`src/pcd_pkg.sv`:
```
// ----------------------------------------------------------------------------
// pcd_pkg
// Shared types, widths and constants of the pendulum cart derivative pipeline.
// ----------------------------------------------------------------------------
package pcd_pkg;

  localparam int FRAC_BITS = 16;
  localparam int WORD_W    = 32;
  localparam int NUM_W     = 38;   // signed numerator width
  localparam int MAG_W     = NUM_W - 1;
  localparam int DEN_W     = 26;
  localparam int IDX_W     = 4;
  localparam int CFG_W     = 32;

  // Pipeline stage map
  localparam int N_STAGES    = 27;
  localparam int SINE_STAGES = 7;
  localparam int ST_PROD     = 7;
  localparam int ST_SUM      = 8;
  localparam int ST_DIV      = 9;
  localparam int DIV_STAGES  = N_STAGES - ST_DIV;

  // Gravity, rounded to the fixed-point grid
  localparam logic [19:0] GRAV = 20'(((981 * (1 << FRAC_BITS)) + 50) / 100);

  typedef enum logic [IDX_W-1:0] {
    REG_CART_MASS    = 4'd0,
    REG_LINK1_MASS   = 4'd1,
    REG_LINK2_MASS   = 4'd2,
    REG_LINK3_MASS   = 4'd3,
    REG_LINK1_LENGTH = 4'd4,
    REG_LINK2_LENGTH = 4'd5,
    REG_LINK3_LENGTH = 4'd6,
    REG_FRICTION     = 4'd7
  } cfg_reg_t;

  typedef struct packed {
    logic [22:0] cart_mass;
    logic [19:0] link1_mass;
    logic [19:0] link2_mass;
    logic [19:0] link3_mass;
    logic [18:0] link1_length;
    logic [18:0] link2_length;
    logic [18:0] link3_length;
    logic [19:0] friction;
  } cfg_regs_t;

  // Terms that follow from the registers alone
  typedef struct packed {
    logic [23:0]      mt;
    logic [27:0]      mg;
    logic [28:0]      ga1;
    logic [28:0]      ga2;
    logic [28:0]      ga3;
    logic [24:0]      g2;
    logic [22:0]      g3;
    logic [DEN_W-1:0] den1;
    logic [DEN_W-1:0] den2;
    logic [DEN_W-1:0] den3;
  } coef_t;

endpackage

```
`src/pcd_div.sv`:
```
// ----------------------------------------------------------------------------
// pcd_div
// Pipelined saturating fixed-point divider: (num << FRAC_BITS) / den,
// truncated toward zero, two quotient bits per stage.
// ----------------------------------------------------------------------------
module pcd_div import pcd_pkg::*; (
  input  logic                     clk,
  input  logic [DIV_STAGES-1:0]    en,
  input  logic signed [NUM_W-1:0]  num,
  input  logic [DEN_W-1:0]         den,
  output logic signed [WORD_W-1:0] res,
  output logic                     sat
);

  localparam int STEPS = DIV_STAGES - 2;

  // One restoring step: shift in a dividend bit, subtract where it fits
  function automatic logic [DEN_W:0] dstep(input logic [DEN_W-1:0] r,
                                           input logic b,
                                           input logic [DEN_W-1:0] d);
    logic [DEN_W:0] t;
    logic [DEN_W:0] diff;
    t    = {r, b};
    diff = t - {1'b0, d};
    if (t >= {1'b0, d}) begin
      return {1'b1, diff[DEN_W-1:0]};
    end else begin
      return {1'b0, t[DEN_W-1:0]};
    end
  endfunction

  logic [MAG_W-1:0] mag_c;

  logic [DEN_W-1:0]     rem_q [0:STEPS];
  logic [WORD_W-1:0]    quo_q [0:STEPS];
  logic [FRAC_BITS-1:0] lo_q  [0:STEPS];
  logic [DEN_W-1:0]     den_q [0:STEPS];
  logic                 neg_q [0:STEPS];
  logic                 zero_q[0:STEPS];
  logic                 ovf_q [0:STEPS];

  assign mag_c = num[NUM_W-1] ? MAG_W'(-num) : MAG_W'(num);

  // Prepare: quotient overflows 32 bits where the integer part reaches den
  always_ff @(posedge clk) begin
    if (en[0]) begin
      rem_q[0]  <= DEN_W'(mag_c[MAG_W-1:FRAC_BITS]);
      quo_q[0]  <= '0;
      lo_q[0]   <= mag_c[FRAC_BITS-1:0];
      den_q[0]  <= den;
      neg_q[0]  <= num[NUM_W-1];
      zero_q[0] <= (mag_c == '0);
      ovf_q[0]  <= ({{(DEN_W+FRAC_BITS-MAG_W){1'b0}}, mag_c[MAG_W-1:FRAC_BITS]} >= den);
    end
  end

  for (genvar k = 0; k < STEPS; k++) begin : g_step
    logic [DEN_W:0] s1, s2;

    always_comb begin
      s1 = dstep(rem_q[k], lo_q[k][FRAC_BITS-1], den_q[k]);
      s2 = dstep(s1[DEN_W-1:0], lo_q[k][FRAC_BITS-2], den_q[k]);
    end

    always_ff @(posedge clk) begin
      if (en[k+1]) begin
        rem_q[k+1]  <= s2[DEN_W-1:0];
        quo_q[k+1]  <= {quo_q[k][WORD_W-3:0], s1[DEN_W], s2[DEN_W]};
        lo_q[k+1]   <= {lo_q[k][FRAC_BITS-3:0], 2'b00};
        den_q[k+1]  <= den_q[k];
        neg_q[k+1]  <= neg_q[k];
        zero_q[k+1] <= zero_q[k];
        ovf_q[k+1]  <= ovf_q[k];
      end
    end
  end

  logic [WORD_W-1:0] lim;
  logic [WORD_W-1:0] quo;

  assign quo = quo_q[STEPS];
  assign lim = neg_q[STEPS] ? {1'b1, {(WORD_W-1){1'b0}}} : {1'b0, {(WORD_W-1){1'b1}}};

  // Saturate to the word limit, then apply the sign
  always_ff @(posedge clk) begin
    if (en[DIV_STAGES-1]) begin
      priority if (zero_q[STEPS]) begin
        res <= '0;
        sat <= 1'b0;
      end else if (ovf_q[STEPS] || (quo > lim)) begin
        res <= lim;
        sat <= 1'b1;
      end else begin
        res <= neg_q[STEPS] ? -quo : quo;
        sat <= 1'b0;
      end
    end
  end

endmodule

```
`config.mk`:
```
export PLATFORM = sky130hd
export DESIGN_NAME = pcd_div
export DESIGN_NICKNAME = d
export VERILOG_FILES = /design/src/pcd_pkg.sv /design/src/pcd_div.sv
export SDC_FILE = /design/constraint.sdc
export NUM_CORES = 2
export LEC_CHECK = 0
export BUFFER_PORTS_ARGS = -buffer_cell sky130_fd_sc_hd__buf_2
export CORE_ASPECT_RATIO = 0.9
export CORE_MARGIN = 3
export CORE_UTILIZATION = 40
export DETAILED_ROUTE_END_ITERATION = 12
export SYNTH_ARGS = -nofsm -noshare
export SYNTH_HDL_FRONTEND = slang
export SYNTH_SLANG_ARGS = --single-unit
export TNS_END_PERCENT = 10
```
`constraint.sdc`:
```
create_clock -name clk -period 8.8 [get_ports clk]
set_input_delay 0 -clock clk [delete_from_list [all_inputs] [get_ports clk]]
set_output_delay 0 -clock clk [all_outputs]
set_load 0.03 [all_outputs]
```
# Word level (Yosys, flattened, before mapping)

Memory sizes are Yosys's and may differ from the RTL's.
Cells that the tools add are included.

Register bits: 33
Logic and storage cells: 150
Bits of input ports: 83
RAM bits: 1751
Output and inout bits: 33
Memories kept: 7

Memories:

| name        | words | bits a word | rd ports | clocked after memory_dff | wr ports | RTL line      | text |
|---|---|---|---|---|---|---|---|
| quo_q       | 17    | 32          | 17       | 0                        | 17       | pcd_div.sv:35 | `logic [WORD_W-1:0] quo_q [0:STEPS];` |
| den_q       | 17    | 26          | 16       | 0                        | 17       | pcd_div.sv:37 | `logic [DEN_W-1:0] den_q [0:STEPS];` |
| rem_q       | 17    | 26          | 16       | 0                        | 17       | pcd_div.sv:34 | `logic [DEN_W-1:0] rem_q [0:STEPS];` |
| lo_q        | 17    | 16          | 16       | 0                        | 17       | pcd_div.sv:36 | `logic [FRAC_BITS-1:0] lo_q [0:STEPS];` |
| neg_q       | 17    | 1           | 17       | 0                        | 17       | pcd_div.sv:38 | `logic neg_q [0:STEPS];` |
| ovf_q       | 17    | 1           | 17       | 0                        | 17       | pcd_div.sv:40 | `logic ovf_q [0:STEPS];` |
| +1 memories | --    | --          | --       | --                       | --       | --            |  |

Add/subtract/negate cells: 34
Reductions and logical operators: 2
Muxes and demuxes: 71
Magnitude comparators: 34

Operators by type and width:

| cell               | count |
|---|---|
| $ge A27 B26 Y1     | 32 |
| $mux W27           | 32 |
| $sub A26 B26 Y26   | 32 |
| $mux W32           | 3 |
| $logic_not A37 Y1  | 1 |
| $mux W37           | 1 |
| $neg A37 Y37       | 1 |
| $mux W1            | 35 |
| $gt A32 B32 Y1     | 1 |
| $neg A32 Y32       | 1 |
| $ge A21 B26 Y1     | 1 |
| $logic_or A1 B1 Y1 | 1 |

# Depth between registers and ports, before layout

Depth after elaboration: 4
Depth in mapped cells: 31
Depth with buffers taken out: 25

# Worst setup path before layout

OpenSTA, ideal clock, no wires.

Path kind: reg2reg
Start: memory den_q[3][1], in the netlist den_q[0][79]
End: memory rem_q[4][9], in the netlist rem_q[0][113] (data pin)
Data arrival time: 6353 ps
Buffers on the path: 2
Setup time: 262 ps
Stages on the path, launching flop included: 28
Required time: 8538 ps
Slack: 2185 ps
Period minus slack after synthesis: 6615 ps
Path through: edfxtp_1 > inv_1 > ha_1 > nor2b_1 > o2111ai_1 > nand3_1 > nand2_1 > o211ai_1 > nand2_1 > a31oi_1 > a2111oi_2 > clkbuf_1 > nor2_1 > a21oi_1 > inv_1 > ha_1 > nor2b_1 > o21ai_1 > o21ai_1 > a221o_1 > a2111oi_0 > nor2_1 > o31ai_1 > o21ai_1 > a221o_1 > a21oi_2 > buf_2 > mux2_1

RTL lines:

| item               | RTL line |
|---|---|
| start: declaration | pcd_div.sv:37 |
| end: declaration   | pcd_div.sv:34 |

==> flow_summary_export.csv <==
group,metric,value,unit
logic_synthesis,synth.avg_cell_area,10.4,sq um
logic_synthesis,syn_nets,9554,
cts,tritoncts,"done",
worst_setup_path,critical_path.cell_chain,"inv_1 > ha_1 > nor2b_1 > o211ai_1 > a211oi_1 > and4b_1 > o41a_1 > o21ai_1 > a221o_1 > mux2_2 > ha_1 > and2_1 > and3_1 > a221o_1 > a32oi_1 > a21oi_1 > o31a_1 > nand2_1 > nand4b_1 > a21oi_1 > nand2_1 > mux2_2",
logic_synthesis,synthFlopType,"edfxtp_1",
sta,tns,0,ns
sta,worst_pin_slew,1.22,ns
min_path,holdPathEnd,"lo_q[0][92]$_DFFE_PP_",
cts,cts-htree-levels,4,
worst_setup_path,cp_max_fo,24,
logic_synthesis,netlist_area,89000,sq um
worst_setup_path,r2r-end,"rem_q[0][346]$_DFFE_PP_",
routing,first_pass_iters,6,
min_path,holdPathStages,2,
sta,min_period_over_period,0.864,
cts,clk_latency,0.81,ns
cts,cts.sinks,1255,
run,maxCapViolations,0,
global_route,grt_first_pass_wirelength,373,mm
floorplanning,coreArea,220000,sq um
global_route,grt_pass1_vias,64200,
routing,viasPerCell,5.65,
placement,hpwl,190,mm
cts,cts.repair.resized,0,
cts,clockBufferDepth,3,
routing,vias,67000,
cts,path_clk_slew,0.06,ns
global_route,grt_max_degree,74,
logic_synthesis,syn_inst,8572,
worst_setup_path,cp.required,9.33,ns
cells_and_area,drive_gt1_frac,0.0976,
sta,slew_violations,0,
floorplanning,die_y,453,um
floorplanning,initial_utilization,0.404,
sta,finalHoldViolCount,0,
worst_setup_path,cp_slowest_cell,"nand2_1",
cells_and_area,area_growth,11.7,%
placement,portBuffers,115,
cells_and_area,final_nets,9848,
sta,fmax,131,MHz
cts,root_buffer,"clkbuf_16",
global_route,antenna_found_initial,9,
worst_setup_path,reg2reg_slack,1.19,ns
worst_setup_path,rr_worst_depth,22,
routing,totalWireLength,242,mm
sta,whs,0.0806,ns
logic_synthesis,synth_cell_types,97,
logic_synthesis,ys_ff_latch,1255,
routing,drc_errors,0,
min_path,min-delay-start,"en[5]",
worst_setup_path,crit_type,"register to register",
floorplanning,die_area,228000,sq um
worst_setup_path,r2r-start,"den_q[0][313]$_DFFE_PP_",
cts,cts_made_buffers,141,
worst_setup_path,cp.arrival,8.13,ns
sta,finalSetupViolCount,0,
placement,gp_congestion,0.936,
global_route,grtUsageTotal,0.207,
worst_setup_path,critPathLaunchType,"register",
worst_setup_path,cp-end-kind,"register",
worst_setup_path,cpPeakStageDelay,0.73,ns
routing,postRouteAntennaNets,0,
cells_and_area,num-fill-cells,20500,
sta,rsz0062_at_grt,"false",
floorplanning,dieWidth,503,um
min_path,hold_class,"input pin to register",
routing,drt_iter0_drc,5904,
run_status,outcome,"finished clean",
routing,avgRoutedWirePerCell,20.4,um
logic_synthesis,yosysWarnings,0,
sta,fin_skew,0.0608,ns
logic_synthesis,async_flop_share,0,
sta,relSlewSlack,0.189,
sta,post-route-min-period,7.61,ns
logic_synthesis,ys_seq_area_frac,0.424,
floorplanning,ios,116,
global_route,overflow,0,
floorplanning,row_count,163,
logic_synthesis,synth_edf_count,1255,
-- cell type report --
class                   count  area, sq um  share of cell area
diodes                      3         7.51           0.0000756
clock buffers             165         3700              0.0373
clock inverters            92         1110              0.0112
inverters                 685         2570              0.0259
multi-input cells        6469        48200               0.485
flip-flops and latches   1255        37700               0.379
well taps                2887         3610              0.0364
repair buffers            314         2450              0.0247
-- sequential cells by signal, summed over array words and instances (netlist names) --
register	count
sat	1
den_q	416
rem_q	411
res	32
quo_q	272
ovf_q	17
neg_q	17
lo_q	72
zero_q	17
-- metrics by stage --
stage | worst slack [ns] | instance area, sq um | std cells | utilization
finish | 1.19 | 99400 | 11900 | 0.451
global route | 0.695 | 99400 | 11900 | 0.451
CTS | 1.31 | 99400 | 11900 | 0.451
detailed placement | 1.33 | 93100 | 11500 | 0.423
global placement | 1.37 | 93100 | 11500 | 0.423
floorplan | 2.18 | 89000 | 8572 | -
-- metal layers --
layer | wire [um] | GRT usage
met5 | 0 | 0
met4 | 4410 | 0.0428
met3 | 13800 | 0.0293
met2 | 108000 | 0.327
met1 | 115000 | 0.301
-- critical path, delay by kind of cell (launching register included) --
kind / cells / cell delay, ns
AOI/OAI and AO/OA: 10 / 3.38
adders and majority gates: 2 / 0.62
buffers and inverters: 1 / 0.10
DFF: 1 / 0.45
muxes: 2 / 0.98
and+or+nand+nor: 7 / 1.79
-- cells by family after synthesis --
logic type | synth area share
flip-flops | 0.424
AO/OA/AOI/OAI | 0.174
XOR/XNOR | 0.0688
buffers and inverters | 0.0361
multiplexers | 0.0616
adder cells (fa/ha/maj) | 0.128
AND/OR/NAND/NOR | 0.108
-- placed cells by master, fill, tap and decap left out, types with 40 or more instances in the layout --
cell type | synthesis | routed
a211oi_1 | 60 | 59
a21o_1 | 379 | 379
a21oi_1 | 702 | 700
a31oi_1 | 104 | 101
and3_1 | 73 | 73
buf_2 | 8 | 102
buf_4 | 5 | 73
clkbuf_16 | 0 | 145
dlygate4sd3_1 | 0 | 139
edfxtp_1 | 1255 | 1255
ha_1 | 875 | 875
inv_1 | 676 | 676
mux2_1 | 75 | 75
mux2_2 | 379 | 379
nand2_1 | 521 | 521
nand2b_1 | 106 | 106
nand3_1 | 120 | 120
nand4_1 | 109 | 109
nor2_1 | 503 | 503
nor2b_1 | 119 | 119
nor3_1 | 129 | 128
nor4_1 | 40 | 40
o21a_1 | 126 | 126
o21ai_0 | 499 | 499
o21ai_1 | 55 | 52
o21bai_1 | 101 | 101
o31ai_1 | 54 | 52
or3_1 | 56 | 56
xnor2_1 | 469 | 469
xor2_1 | 230 | 230
-- Yosys cell counts (all sizes together) (60+ instances only) --
cell type / count / area share
a211oi: 60 / 0.0051
a21o: 379 / 0.032
a21oi: 704 / 0.040
a31oi: 105 / 0.0075
and3: 73 / 0.0051
clkbuf: 143 / 0.0060
edfxtp: 1255 / 0.42
ha: 875 / 0.12
inv: 684 / 0.029
mux2: 454 / 0.057
nand2: 521 / 0.022
nand2b: 107 / 0.0076
nand3: 120 / 0.0068
nand4: 109 / 0.0077
nor2: 503 / 0.021
nor2b: 119 / 0.0084
nor3: 130 / 0.0074
o21a: 126 / 0.011
o21ai: 554 / 0.031
o21bai: 101 / 0.0085
xnor2: 469 / 0.046
xor2: 230 / 0.023
-- worst max-delay path by stage --
stage | from | to | cells after the start
final | den_q[0][313]$_DFFE_PP_ | rem_q[0][346]$_DFFE_PP_ | 22
after global routing | den_q[0][1]$_DFFE_PP_ | rem_q[0][44]$_DFFE_PP_ | 25
after CTS | den_q[0][313]$_DFFE_PP_ | rem_q[0][346]$_DFFE_PP_ | 22
after detailed placement | den_q[0][313]$_DFFE_PP_ | rem_q[0][341]$_DFFE_PP_ | 22
after global placement | den_q[0][261]$_DFFE_PP_ | rem_q[0][288]$_DFFE_PP_ | 22
after floorplan | den_q[0][79]$_DFFE_PP_ | rem_q[0][113]$_DFFE_PP_ | 27
-- what timing repair did --
| item | in CTS | in global routing |
|---|---|---|
| setup buffers | 0 | 0 |
| hold buffers | 139 | 0 |
| hold endpoints to repair | 618 | 0 |
Power is not shown: default switching activity piles up to over one toggle a cycle in this logic, so the estimate is an artifact.
