$ cat src/pcd_pkg.sv
// ----------------------------------------------------------------------------
// pcd_pkg
// Shared types, widths and constants of the pendulum cart derivative pipeline.
// ----------------------------------------------------------------------------
package pcd_pkg;

  localparam int FRAC_BITS = 16;
  localparam int WORD_W    = 32;
  localparam int NUM_W     = 38;   // signed numerator width
  localparam int MAG_W     = NUM_W - 1;
  localparam int DEN_W     = 26;
  localparam int IDX_W     = 4;
  localparam int CFG_W     = 32;

  // Pipeline stage map
  localparam int N_STAGES    = 27;
  localparam int SINE_STAGES = 7;
  localparam int ST_PROD     = 7;
  localparam int ST_SUM      = 8;
  localparam int ST_DIV      = 9;
  localparam int DIV_STAGES  = N_STAGES - ST_DIV;

  // Gravity, rounded to the fixed-point grid
  localparam logic [19:0] GRAV = 20'(((981 * (1 << FRAC_BITS)) + 50) / 100);

  typedef enum logic [IDX_W-1:0] {
    REG_CART_MASS    = 4'd0,
    REG_LINK1_MASS   = 4'd1,
    REG_LINK2_MASS   = 4'd2,
    REG_LINK3_MASS   = 4'd3,
    REG_LINK1_LENGTH = 4'd4,
    REG_LINK2_LENGTH = 4'd5,
    REG_LINK3_LENGTH = 4'd6,
    REG_FRICTION     = 4'd7
  } cfg_reg_t;

  typedef struct packed {
    logic [22:0] cart_mass;
    logic [19:0] link1_mass;
    logic [19:0] link2_mass;
    logic [19:0] link3_mass;
    logic [18:0] link1_length;
    logic [18:0] link2_length;
    logic [18:0] link3_length;
    logic [19:0] friction;
  } cfg_regs_t;

  // Terms that follow from the registers alone
  typedef struct packed {
    logic [23:0]      mt;
    logic [27:0]      mg;
    logic [28:0]      ga1;
    logic [28:0]      ga2;
    logic [28:0]      ga3;
    logic [24:0]      g2;
    logic [22:0]      g3;
    logic [DEN_W-1:0] den1;
    logic [DEN_W-1:0] den2;
    logic [DEN_W-1:0] den3;
  } coef_t;

endpackage

$ cat src/pcd_ctrl.sv
// ----------------------------------------------------------------------------
// pcd_ctrl
// Valid bits and per-stage load enables of the pipeline; bubbles collapse.
// ----------------------------------------------------------------------------
module pcd_ctrl import pcd_pkg::*; (
  input  logic                clk,
  input  logic                rst,
  input  logic                in_valid,
  input  logic                out_stall,
  output logic [N_STAGES-1:0] en,
  output logic                in_stall,
  output logic                out_valid
);

  logic [N_STAGES-1:0] vld;
  logic [N_STAGES-1:0] vld_next;

  // A stage loads unless it and every stage after it hold an item and the
  // output is stalled.
  for (genvar i = 0; i < N_STAGES; i++) begin : g_en
    assign en[i] = !(&vld[N_STAGES-1:i]) || !out_stall;
  end

  always_comb begin
    vld_next[0] = en[0] ? in_valid : vld[0];
    for (int i = 1; i < N_STAGES; i++) begin
      vld_next[i] = en[i] ? vld[i-1] : vld[i];
    end
  end

  always_ff @(posedge clk) begin
    if (rst) begin
      vld <= '0;
    end else begin
      vld <= vld_next;
    end
  end

  assign in_stall  = !en[0];
  assign out_valid = vld[N_STAGES-1];

endmodule

$ cat config.mk
export PLATFORM = sky130hd
export DESIGN_NAME = pcd_ctrl
export DESIGN_NICKNAME = d
export VERILOG_FILES = /design/src/pcd_pkg.sv /design/src/pcd_ctrl.sv
export SDC_FILE = /design/constraint.sdc
export NUM_CORES = 1
export LEC_CHECK = 0
export ABC_AREA = 1
export BUFFER_PORTS_ARGS = -buffer_cell sky130_fd_sc_hd__buf_2
export CAP_MARGIN = 20
export CORE_MARGIN = 2
export CORE_UTILIZATION = 46
export CTS_CLUSTER_SIZE = 10
export DETAILED_ROUTE_END_ITERATION = 8
export GPL_TIMING_DRIVEN = 0
export HOLD_SLACK_MARGIN = 0.08
export PLACE_DENSITY = 0.74
export SLEW_MARGIN = 30
export SYNTH_ARGS = -nofsm -noshare
export SYNTH_HDL_FRONTEND = slang
export SYNTH_SLANG_ARGS = --single-unit
$ cat constraint.sdc
create_clock -name clk -period 1.1 [get_ports clk]
set_input_delay 0.055 -clock clk [delete_from_list [all_inputs] [get_ports clk]]
set_output_delay 0.055 -clock clk [all_outputs]
set_load 0.01 [all_outputs]
==> Word level (Yosys, flattened, before mapping) <==
Cells that the tools add are included.
{ "totals": {"input_bits": 4, "out_inout_bits": 29, "register_bits": 27} }
{ "op_classes": {"reduce_logical": 82} }
{ "op_table": {"columns": ["op", "count"], "rows": [
  ["zero test 1 bit", 29],
  ["logical OR 1 bit", 27],
  ["AND reduction 27 bit", 1],
  ["AND reduction 26 bit", 1],
  ["AND reduction 25 bit", 1],
  ["AND reduction 24 bit", 1],
  ["AND reduction 23 bit", 1],
  ["AND reduction 22 bit", 1],
  ["AND reduction 21 bit", 1],
  ["AND reduction 20 bit", 1],
  ["AND reduction 19 bit", 1],
  ["AND reduction 18 bit", 1],
  ["AND reduction 17 bit", 1],
  ["AND reduction 16 bit", 1],
  ["AND reduction 15 bit", 1],
  ["AND reduction 14 bit", 1],
  ["AND reduction 13 bit", 1],
  ["AND reduction 12 bit", 1],
  ["AND reduction 11 bit", 1],
  ["AND reduction 10 bit", 1],
  ["AND reduction 9 bit", 1],
  ["AND reduction 8 bit", 1],
  ["AND reduction 7 bit", 1],
  ["AND reduction 6 bit", 1],
  ["other kinds (4)", 4]
]} }

==> Logic depth before layout (Yosys ltp) <==
Gate-level depths: netlist (run 1).
{ "depth": {"word_depth": 4, "mapped_depth": 8, "depth_no_buf": 8} }

==> Worst setup path before layout (run 1) <==
OpenSTA, ideal clock, no wires.
{ "synth_timing": {"path_kind": "flip-flop to output port", "startpoint": "register vld[26]", "endpoint": "output port en[7]", "arrival_time_ns": 1.283, "path_buffers": 0, "slack_ns": -0.238, "stages_incl_launch_ff": 7, "required_time_ns": 1.045, "cell_sequence": "dfxtp_1 > nand2_2 > nor2_4 > nand2_2 > nor2_4 > nand3_2 > or2_1"} }
{ "synth_between": {"elab_chain_len": 3} }
{ "synth_rtl": {"columns": ["item", "line", "rtl"], "rows": [
  ["start, declared", "pcd_ctrl.sv:15", "logic [N_STAGES-1:0] vld;"],
  ["start signal, assigned", "pcd_ctrl.sv:35", "vld <= vld_next;"],
  ["AND reduction 20 bit", "pcd_ctrl.sv:21", "assign en[i] = !(&vld[N_STAGES-1:i]) || !out_stall;"],
  ["zero test 1 bit", "pcd_ctrl.sv:21", null],
  ["logical OR 1 bit", "pcd_ctrl.sv:21", null],
  ["end, declared", "pcd_ctrl.sv:10", "output logic [N_STAGES-1:0] en,"]
]} }
Every way passes these cells.

==> Worst setup path after layout (run 1) <==
{ "layout_timing": {"startpoint": "register vld[23]", "endpoint": "output port en[7]"} }
Same word-level chain as after synthesis.

==> results of run 1 <==
-- where the power goes --
group          leakage (nW)  total [mW]  switching (mW)  internal, mW
Sequential            0.229       0.975         0.00436         0.971
Clock                0.0177       0.461           0.324         0.137
Combinational         0.551      0.0388          0.0274        0.0114
Total                 0.798        1.48           0.355          1.12
-- cell families after synthesis --
kind of cell	synth area share, %
buffers and inverters	11.9
flip-flops	41.7
AO/OA/AOI/OAI	9.27
AND/OR/NAND/NOR	37.2
-- per-layer routing --
| metal | wire (um) | global-route usage, % |
|---|---|---|
| met5 | 0 | 0 |
| met4 | 120 | 7.97 |
| met3 | 347 | 3.17 |
| met2 | 2250 | 36.1 |
| met1 | 1960 | 31.6 |
-- layout by cell type (no fill, tap or decap), drive strengths merged --
| cell type | Yosys | routed |
|---|---|---|
| buf | 0 | 62 |
| inv | 38 | 38 |
| nor2 | 37 | 37 |
| nand2 | 36 | 36 |
| dfxtp | 27 | 27 |
| a21oi | 22 | 22 |
| nand3 | 21 | 21 |
| clkbuf | 3 | 6 |
| nand4 | 4 | 4 |
| nor3 | 2 | 2 |
| or2 | 1 | 1 |
| and2 | 1 | 1 |
| o21ba | 1 | 1 |
| clkinv | 0 | 1 |
| dlygate4sd3 | 0 | 1 |
-- final timing paths --
kind / end / cells after the start
max: en[7] / 7
min: vld[25]$_SDFFE_PP0P_ / 3
max reg2reg: vld[5]$_SDFFE_PP0P_ / 9
min reg2reg: vld[6]$_SDFFE_PP0P_ / 2
-- critical path, stage by stage, from the launching register on --
cell and delay (ns):
dfxtp_4 0.41, nand2_4 0.07, nor2_4 0.15, nand2_4 0.08, nor2_4 0.15, nand3_2 0.11
or2_1 0.22, buf_2 0.14
-- what timing repair did --
action / CTS / global route
endpoints found under the setup margin: 45 / 51
setup buffers: 21 / 12
hold endpoints to repair: 3 / 2
pin swaps: 9 / 16
resized for setup: 34 / 65
-- cell type report --
cell class | instances | area (um2)
multi-input cells | 125 | 790
plain buffers | 3 | 11.3
clock buffers | 3 | 22.5
clock inverters | 1 | 5.00
repair buffers | 63 | 504
inverters | 38 | 148
flip-flops and latches | 27 | 577
well taps | 31 | 38.8
fillers | 175 | 614
==> metrics, run 1 <==
status complete, but fails checks; failing checks negative setup slack; Die W 57.1 um; Fin Hold WS 0.0745 ns; Cell variety after synth 17; Top FF cell, synth dfxtp_1; port bufs 31; CTS Hold Bufs 1; largest net degree at the start of global routing 16; Vias 1,611; Tot GR Track Use 22.7%; wire length per cell 16.1 um; global-route wire length before repair 5790 um; Post-Place Cell Area 0.00151 mm2; Final Hold Viols 0; kind of critical path reg -> out; initial antenna violation count 0; number of synthesized flops with an enable pin 0; clk sink count 27; Cell Rows 19; clock buffer depth 2; Commonest cells post-synth 36 x inv_1, 32 x nand2_1, 31 x nor2_1, 27 x dfxtp_1, 22 x a21oi_1; Die Y 57.1 um; Max transition margin 61.2%; GP Congestion 0.807; final worst setup slack -0.623 ns; Non-Filler Instances 291; PwrDens 704 mW/mm2; placeable core area 0.00271 mm2; vias in the first global route 1,324; Post-Route Setup TNS -16.31 ns; min Tclk post-route 1.72 ns; clk slew on worst S/H paths 0.16 ns; reg2reg start vld[23]$_SDFFE_PP0P_; most flop-heavy register vld; # setup viols final 49; area leader, netlist dfxtp_1; Setup Skew 0.00686 ns; Cells after Synth 193; CTS tree built; Synth Area per Inst 6.72 um2; Layout Area Growth over Synthesis 61.7%; fmax 580 MHz; drt initial violations 84; Clock Root Buffer clkbuf_4; pre-CTS setup slack -0.281 ns; FFs w/ async S/R, synth 0%; Largest regs vld (27); Num CTS Buffers 3; drt first pass iters 5; total grt overflow 0; DP Wirelength 2290 um; Hold WC Path Type in -> reg; #FFs+latches synth 27; Slew @ Worst Pin 0.582 ns; # diodes 0; R2R Setup Slk -0.34 ns; H-tree depth 1; CP startpoint vld[23]$_SDFFE_PP0P_; yosys warns 0; # nets final 265; largest fanout on the critical path 3; CP required 1.04 ns; routed vias/inst 5.54; final count of pins violating max slew 0; Syn Std Cell Area 0.00130 mm2; post-route ant nets 0; Synth top area share 41.7%; most common cell in the netlist inv_1; worst vdd rail ir drop 0.612 mV; Seq/Total Area, Yosys 41.7%; # IOs 33; Lkg Pwr 0.798 nW; Initial Util 47.8%; Total Power 1.48 mW; unrepaired setup endpoints after global routing yes; Critical Path Source Type flop; max FFs per register 27; WL final 4680 um; Inst Count DP 255; top cells by area, synth dfxtp_1 42%, inv_1 10%, nand2_1 9.3%; fraction of layout cells with a size suffix above 1 55.4%; critical hold path startpoint out_stall; post-layout util 77.3%; Die ar. 0.00326 mm2; # DRC 0; final period utilization 157%; number of max-cap violations 0; Post-Syn Nets 197; Worst-Skew Late Latency 0.34 ns; CP Capture Type primary output; crit path DAT 1.67 ns; fin area 0.00210 mm2
Note: power is estimated with default switching activity, not from simulation.
==> run 2, diff against run 1 <==
Settings changed: ABC_AREA 1 to 0, CORE_UTILIZATION 46 to 44, PLACE_DENSITY 0.74 to 0.73.
==> run 2 against run 1 <==
Utilization increased by 1.4 points. The run still ends with negative setup slack left. Highest routed layer unchanged. Clock skew is 0.0030 ns lower. Die area down 13%. Total power is 0.93% lower. Critical endpoint is now en[1]. Fmax is 2.5% higher. Clock-buffer cell count rose by 1. Cell count down 25%. Critical path depth fell by 1. Sequential cell count did not move. First-iteration DRC count shrank 77%.
==> metrics, run 2 <==
status complete, but fails checks (unchanged); failing checks negative setup slack (unchanged); Largest regs vld (27) (unchanged); Commonest cells post-synth 27 x dfxtp_1, 25 x a21oi_1, 22 x inv_1, 12 x nor2_1, 10 x nand3_1 (was 36 x inv_1, 32 x nand2_1, 31 x nor2_1, 27 x dfxtp_1, 22 x a21oi_1); net switching power 328 uW (was 355 uW); Setup Skew 0.00381 ns (was 0.00686 ns); Seq/Total Area, Yosys 50.9% (was 41.7%); clock buffer depth 2 (unchanged); area of the multi-input gates 527 um2 (was 790 um2); number of max-cap violations 0 (unchanged); # setup viols final 49 (unchanged); DP Wirelength 1730 um (was 2290 um); fmax 595 MHz (was 580 MHz); crit path DAT 1.63 ns (was 1.67 ns); pre-CTS setup slack -0.401 ns (was -0.281 ns); # nets final 194 (was 265); H-tree depth 1 (unchanged); Post-Syn Nets 133 (was 197); Synth top area share 50.9% (was 41.7%); min Tclk post-route 1.68 ns (was 1.72 ns); Worst-Skew Late Latency 0.33 ns (was 0.34 ns); Total Power 1.46 mW (was 1.48 mW); fraction of layout cells with a size suffix above 1 55.0% (was 55.4%); sequential share of power 67.1% (was 66.1%); max FFs per register 27 (unchanged); clock power share 29.8% (was 31.2%); CP Capture Type primary output (unchanged); sw frac 22.4% (was 24.1%); Num CTS Buffers 3 (unchanged); Cell variety after synth 19 (was 17); drt initial violations 19 (was 84); final worst setup slack -0.582 ns (was -0.623 ns); fill cell count 163 (was 175); #FFs+latches synth 27 (unchanged); Fin Hold WS 0.138 ns (was 0.0745 ns); Critical Path Source Type flop (unchanged); largest net degree at the start of global routing 15 (was 16); Initial Util 47.1% (was 47.8%); routed vias/inst 5.23 (was 5.54); placeable core area 0.00225 mm2 (was 0.00271 mm2); top cells by area, synth dfxtp_1 51%, a21oi_1 12%, inv_1 7.8% (was dfxtp_1 42%, inv_1 10%, nand2_1 9.3%); Syn Std Cell Area 0.00106 mm2 (was 0.00130 mm2); # IOs 33 (unchanged); initial antenna violation count 0 (unchanged); post-route ant nets 0 (unchanged); drt first pass iters 4 (was 5); area leader, netlist dfxtp_1 (unchanged); CTS tree built (unchanged); vias in the first global route 987 (was 1,324); Vias 1,134 (was 1,611); PwrDens 824 mW/mm2 (was 704 mW/mm2); most common cell after layout, fill and taps aside buf_6 (was inv_1); most flop-heavy register vld (unchanged); clk sink count 27 (unchanged); largest fanout on the critical path 7 (was 3); Max transition margin 59.3% (was 61.2%); wire length per cell 15.8 um (was 16.1 um); Cell Rows 17 (was 19); Hold WC Path Type in -> reg (unchanged); global-route wire length before repair 4160 um (was 5790 um); Die ar. 0.00282 mm2 (was 0.00326 mm2); Final Hold Viols 0 (unchanged); Tot GR Track Use 20.4% (was 22.7%); final count of pins violating max slew 0 (unchanged); Die Y 53.1 um (was 57.1 um); unrepaired setup endpoints after global routing yes (unchanged); FFs w/ async S/R, synth 0% (unchanged); Lkg Pwr 0.720 nW (was 0.798 nW); CP required 1.04 ns (about the same); Clock Root Buffer clkbuf_4 (unchanged); Slew @ Worst Pin 0.611 ns (was 0.582 ns); clk slew on worst S/H paths 0.14 ns (was 0.16 ns); Die W 53.1 um (was 57.1 um); # DRC 0 (unchanged); Power Internal 1.13 mW (was 1.12 mW); yosys warns 0 (unchanged); number of synthesized flops with an enable pin 0 (unchanged); # diodes 0 (unchanged); GP Congestion 0.723 (was 0.807); final period utilization 153% (was 157%); part of the power in combinational logic 3.1% (was 2.6%); kind of critical path reg -> out (unchanged); most frequent cells in the layout 24 x buf_6, 19 x inv_1, 19 x buf_2 (was 29 x inv_1, 23 x buf_2, 23 x buf_6); worst vdd rail ir drop 0.696 mV (was 0.612 mV); most common cell in the netlist dfxtp_1 (was inv_1); FF/Latch Area 564 um2 (was 577 um2); Synth Area per Inst 8.23 um2 (was 6.72 um2); Cells after Synth 129 (was 193); Top FF cell, synth dfxtp_1 (unchanged); Post-Route Setup TNS -18.16 ns (was -16.31 ns); total grt overflow 0 (unchanged); port bufs 31 (unchanged); Layout Area Growth over Synthesis 67.0% (was 61.7%); WL final 3420 um (was 4680 um)
[run 2: routing by layer]
metal	global-route usage, %	vias up	part of all wire [%]
met5	0	-	0
met4	9.40	0	1.6
met3	2.82	8	4.4
met2	36.9	41	54
met1	23.6	539	40
li1	-	546	-
[run 2: logic make-up (layout without fill, tap and decap cells)]
| kind of cell | Yosys count | in the layout | synth area share, % |
|---|---|---|---|
| AND/OR/NAND/NOR | 48 | 48 | 26.1 |
| buffers and inverters | 29 | 89 | 11.2 |
| flip-flops | 27 | 27 | 50.9 |
| AO/OA/AOI/OAI | 25 | 25 | 11.8 |
[run 2: critical path, stage by stage (launching register included)]
cell,delay [ns]
dfxtp_2,0.37
nand3_2,0.11
nor4_4,0.23
buf_6,0.18
buf_6,0.13
nand4_1,0.11
buf_2,0.17
[run 2: path summary, 6_finish.rpt]
| check | start | endpoint | slack, ns | depth (start not counted) |
|---|---|---|---|---|
| worst max-delay path | vld[21]$_SDFFE_PP0P_ | en[1] | -0.58 | 6 |
| worst min-delay path | rst | vld[19]$_SDFFE_PP0P_ | 0.14 | 2 |
| worst max register to register | vld[21]$_SDFFE_PP0P_ | vld[1]$_SDFFE_PP0P_ | -0.39 | 7 |
| worst min register to register | vld[8]$_SDFFE_PP0P_ | vld[9]$_SDFFE_PP0P_ | 0.46 | 2 |
[run 2: power groups by stage]
stage / clock (mW) / sequential, mW / combinational, mW
after CTS: 0.433 / 0.981 / 0.0406
after global placement: 0 / 1.01 / 0.0311
final: 0.436 / 0.981 / 0.0449
after floorplan: 0 / 1.00 / 0.0194
after global routing: 0.470 / 0.982 / 0.0482
after detailed placement: 0 / 1.01 / 0.0329
[run 2: metrics by stage]
step	cell area (um2)	util, %	instances
finish	1770	78.7	217
global route	1770	78.7	217
CTS	1520	67.5	211
detailed placement	1280	57.0	188
global placement	1280	57.0	188
floorplan	1090	-	129
[run 2: what timing repair did]
item	4_1_cts	5_1_grt
pin swaps	8	10
endpoints found under the setup margin	48	52
gates cloned	1	1
endpoints found under the hold margin	3	0
hold buffers	2	0
setup buffers	16	7
resized for setup	22	46
[run 2: layout make-up]
cell class	count	area share [%]
repair buffers	56	27.4
multi-input cells	73	29.7
inverters	22	4.65
flip-flops and latches	27	31.8
plain buffers	7	3.03
clock buffers	4	1.48
well taps	28	1.97
==> run 3, diff against run 2 <==
Settings changed: PLACE_DENSITY 0.73 to unset, PLACE_DENSITY_LB_ADDON set to 0.08.
==> run 3 against run 2 <==
The run still ends with negative setup slack left. Global-route usage fell by 0.74 points. Utilization fell by 2.1 points. Sequential cell count stayed put. Register-to-register slack got worse by 0.03 ns. Cell count shrank 0.92%. Total power decreased by 1.6%. Wire length decreased by 11%. Critical path type unchanged. Largest cell class unchanged. Largest power group unchanged.
==> metrics, run 3 (synthesis gave the netlist of run 2 again) <==
status complete, but fails checks (unchanged); failing checks negative setup slack (unchanged); Cell Rows 17 (unchanged); Critical Path Source Type flop (unchanged); Largest regs vld (27) (unchanged); drt first pass iters 4 (unchanged); fraction of layout cells with a size suffix above 1 53.5% (was 55.0%); Worst-Skew Late Latency 0.31 ns (was 0.33 ns); Post-Route Setup TNS -17.80 ns (was -18.16 ns); PwrDens 832 mW/mm2 (was 824 mW/mm2); Slew @ Worst Pin 0.547 ns (was 0.611 ns); Layout Area Growth over Synthesis 62.7% (was 67.0%); Vias 1,116 (was 1,134); Lkg Pwr 0.673 nW (was 0.720 nW); crit path DAT 1.66 ns (was 1.63 ns); # IOs 33 (unchanged); fin area 0.00173 mm2 (was 0.00177 mm2); routed vias/inst 5.19 (was 5.23); largest fanout on the critical path 2 (was 7); unrepaired setup endpoints after global routing yes (unchanged); wire length per cell 14.1 um (was 15.8 um); Die W 53.1 um (unchanged); post-layout util 76.6% (was 78.7%); final worst setup slack -0.618 ns (was -0.582 ns); Non-Filler Instances 215 (was 217); # DRC 0 (unchanged); most flop-heavy register vld (unchanged); final count of pins violating max slew 0 (unchanged); port bufs 31 (unchanged); pre-CTS setup slack -0.420 ns (was -0.401 ns); # setup viols final 47 (was 49); clk sink count 27 (unchanged); Fin Hold WS 0.176 ns (was 0.138 ns); Post-Place Cell Area 0.00128 mm2 (unchanged); CP required 1.04 ns (about the same); vias in the first global route 913 (was 987); GP Congestion 0.794 (was 0.723); CP Capture Type primary output (unchanged); number of max-cap violations 0 (unchanged); Num CTS Buffers 3 (unchanged); placeable core area 0.00225 mm2 (unchanged); WL final 3030 um (was 3420 um); Max transition margin 63.6% (was 59.3%); worst vdd rail ir drop 0.605 mV (was 0.696 mV); largest net degree at the start of global routing 15 (unchanged); Die ar. 0.00282 mm2 (unchanged); clock buffer depth 2 (unchanged); clk slew on worst S/H paths 0.14 ns (about the same); DP Wirelength 1610 um (was 1730 um); Inst Count DP 188 (unchanged); post-route ant nets 0 (unchanged); most frequent cells in the layout 21 x buf_6, 21 x buf_2, 19 x inv_1 (was 24 x buf_6, 19 x inv_1, 19 x buf_2); # diodes 0 (unchanged); Setup Skew 0.00261 ns (was 0.00381 ns); # nets final 192 (was 194); Initial Util 47.1% (unchanged); max FFs per register 27 (unchanged); Die Y 53.1 um (unchanged); global-route wire length before repair 4050 um (was 4160 um); CTS tree built (unchanged); Clock Root Buffer clkbuf_4 (unchanged); min Tclk post-route 1.72 ns (was 1.68 ns); Total Power 1.44 mW (was 1.46 mW); final period utilization 156% (was 153%); fill cell count 174 (was 163); initial antenna violation count 0 (unchanged); H-tree depth 1 (unchanged); Tot GR Track Use 19.7% (was 20.4%); fmax 582 MHz (was 595 MHz); kind of critical path reg -> out (unchanged); Final Hold Viols 0 (unchanged); total grt overflow 0 (unchanged); Hold WC Path Type in -> reg (unchanged); drt initial violations 17 (was 19)
## run 3: worst max-delay path, stage by stage, from the launching register on
cell and delay, ns:
dfxtp_2 0.40, nand3_4 0.09, buf_4 0.14, or3_4 0.35, or2_4 0.25, buf_6 0.12
## run 3: routing by layer
metal  vias up  GRT usage (%)  wire, um
met1       531           25.3      1260
met3         6           2.54       125
met4         0           6.41        51
met5         -              0         0
li1        549              -         -
met2        30           34.0      1600
## run 3: cell type report
cell class	instances	area, um2	area share, %
Inverter	22	82.6	4.78
Buffer	7	53.8	3.11
Clock buffer	4	26.3	1.52
Timing Repair Buffer	54	447	25.9
Multi-Input combinational cell	73	519	30.1
Tap cell	28	35.0	2.03
Sequential cell	27	564	32.7
## run 3: power breakdown
group	switching [mW]	total (mW)	internal, mW
logic	0.0313	0.0448	0.0136
clock network	0.273	0.415	0.141
registers	0.00305	0.979	0.976
total	0.307	1.44	1.13
## run 3: timing repair
action,4_1_cts,5_1_grt
resized for setup,28,31
cloned,1,1
hold buffers,2,0
pin swaps,12,7
setup endpoints to repair,48,52
endpoints found under the hold margin,3,0
buffers inserted,18,5
## run 3: worst paths after layout
check | slack [ns] | to | cells after the start | start
worst max-delay path | -0.62 | en[19] | 5 | vld[22]$_SDFFE_PP0P_
worst min-delay path | 0.18 | vld[16]$_SDFFE_PP0P_ | 2 | rst
worst max register to register | -0.42 | vld[19]$_SDFFE_PP0P_ | 6 | vld[22]$_SDFFE_PP0P_
worst min register to register | 0.46 | vld[12]$_SDFFE_PP0P_ | 2 | vld[11]$_SDFFE_PP0P_
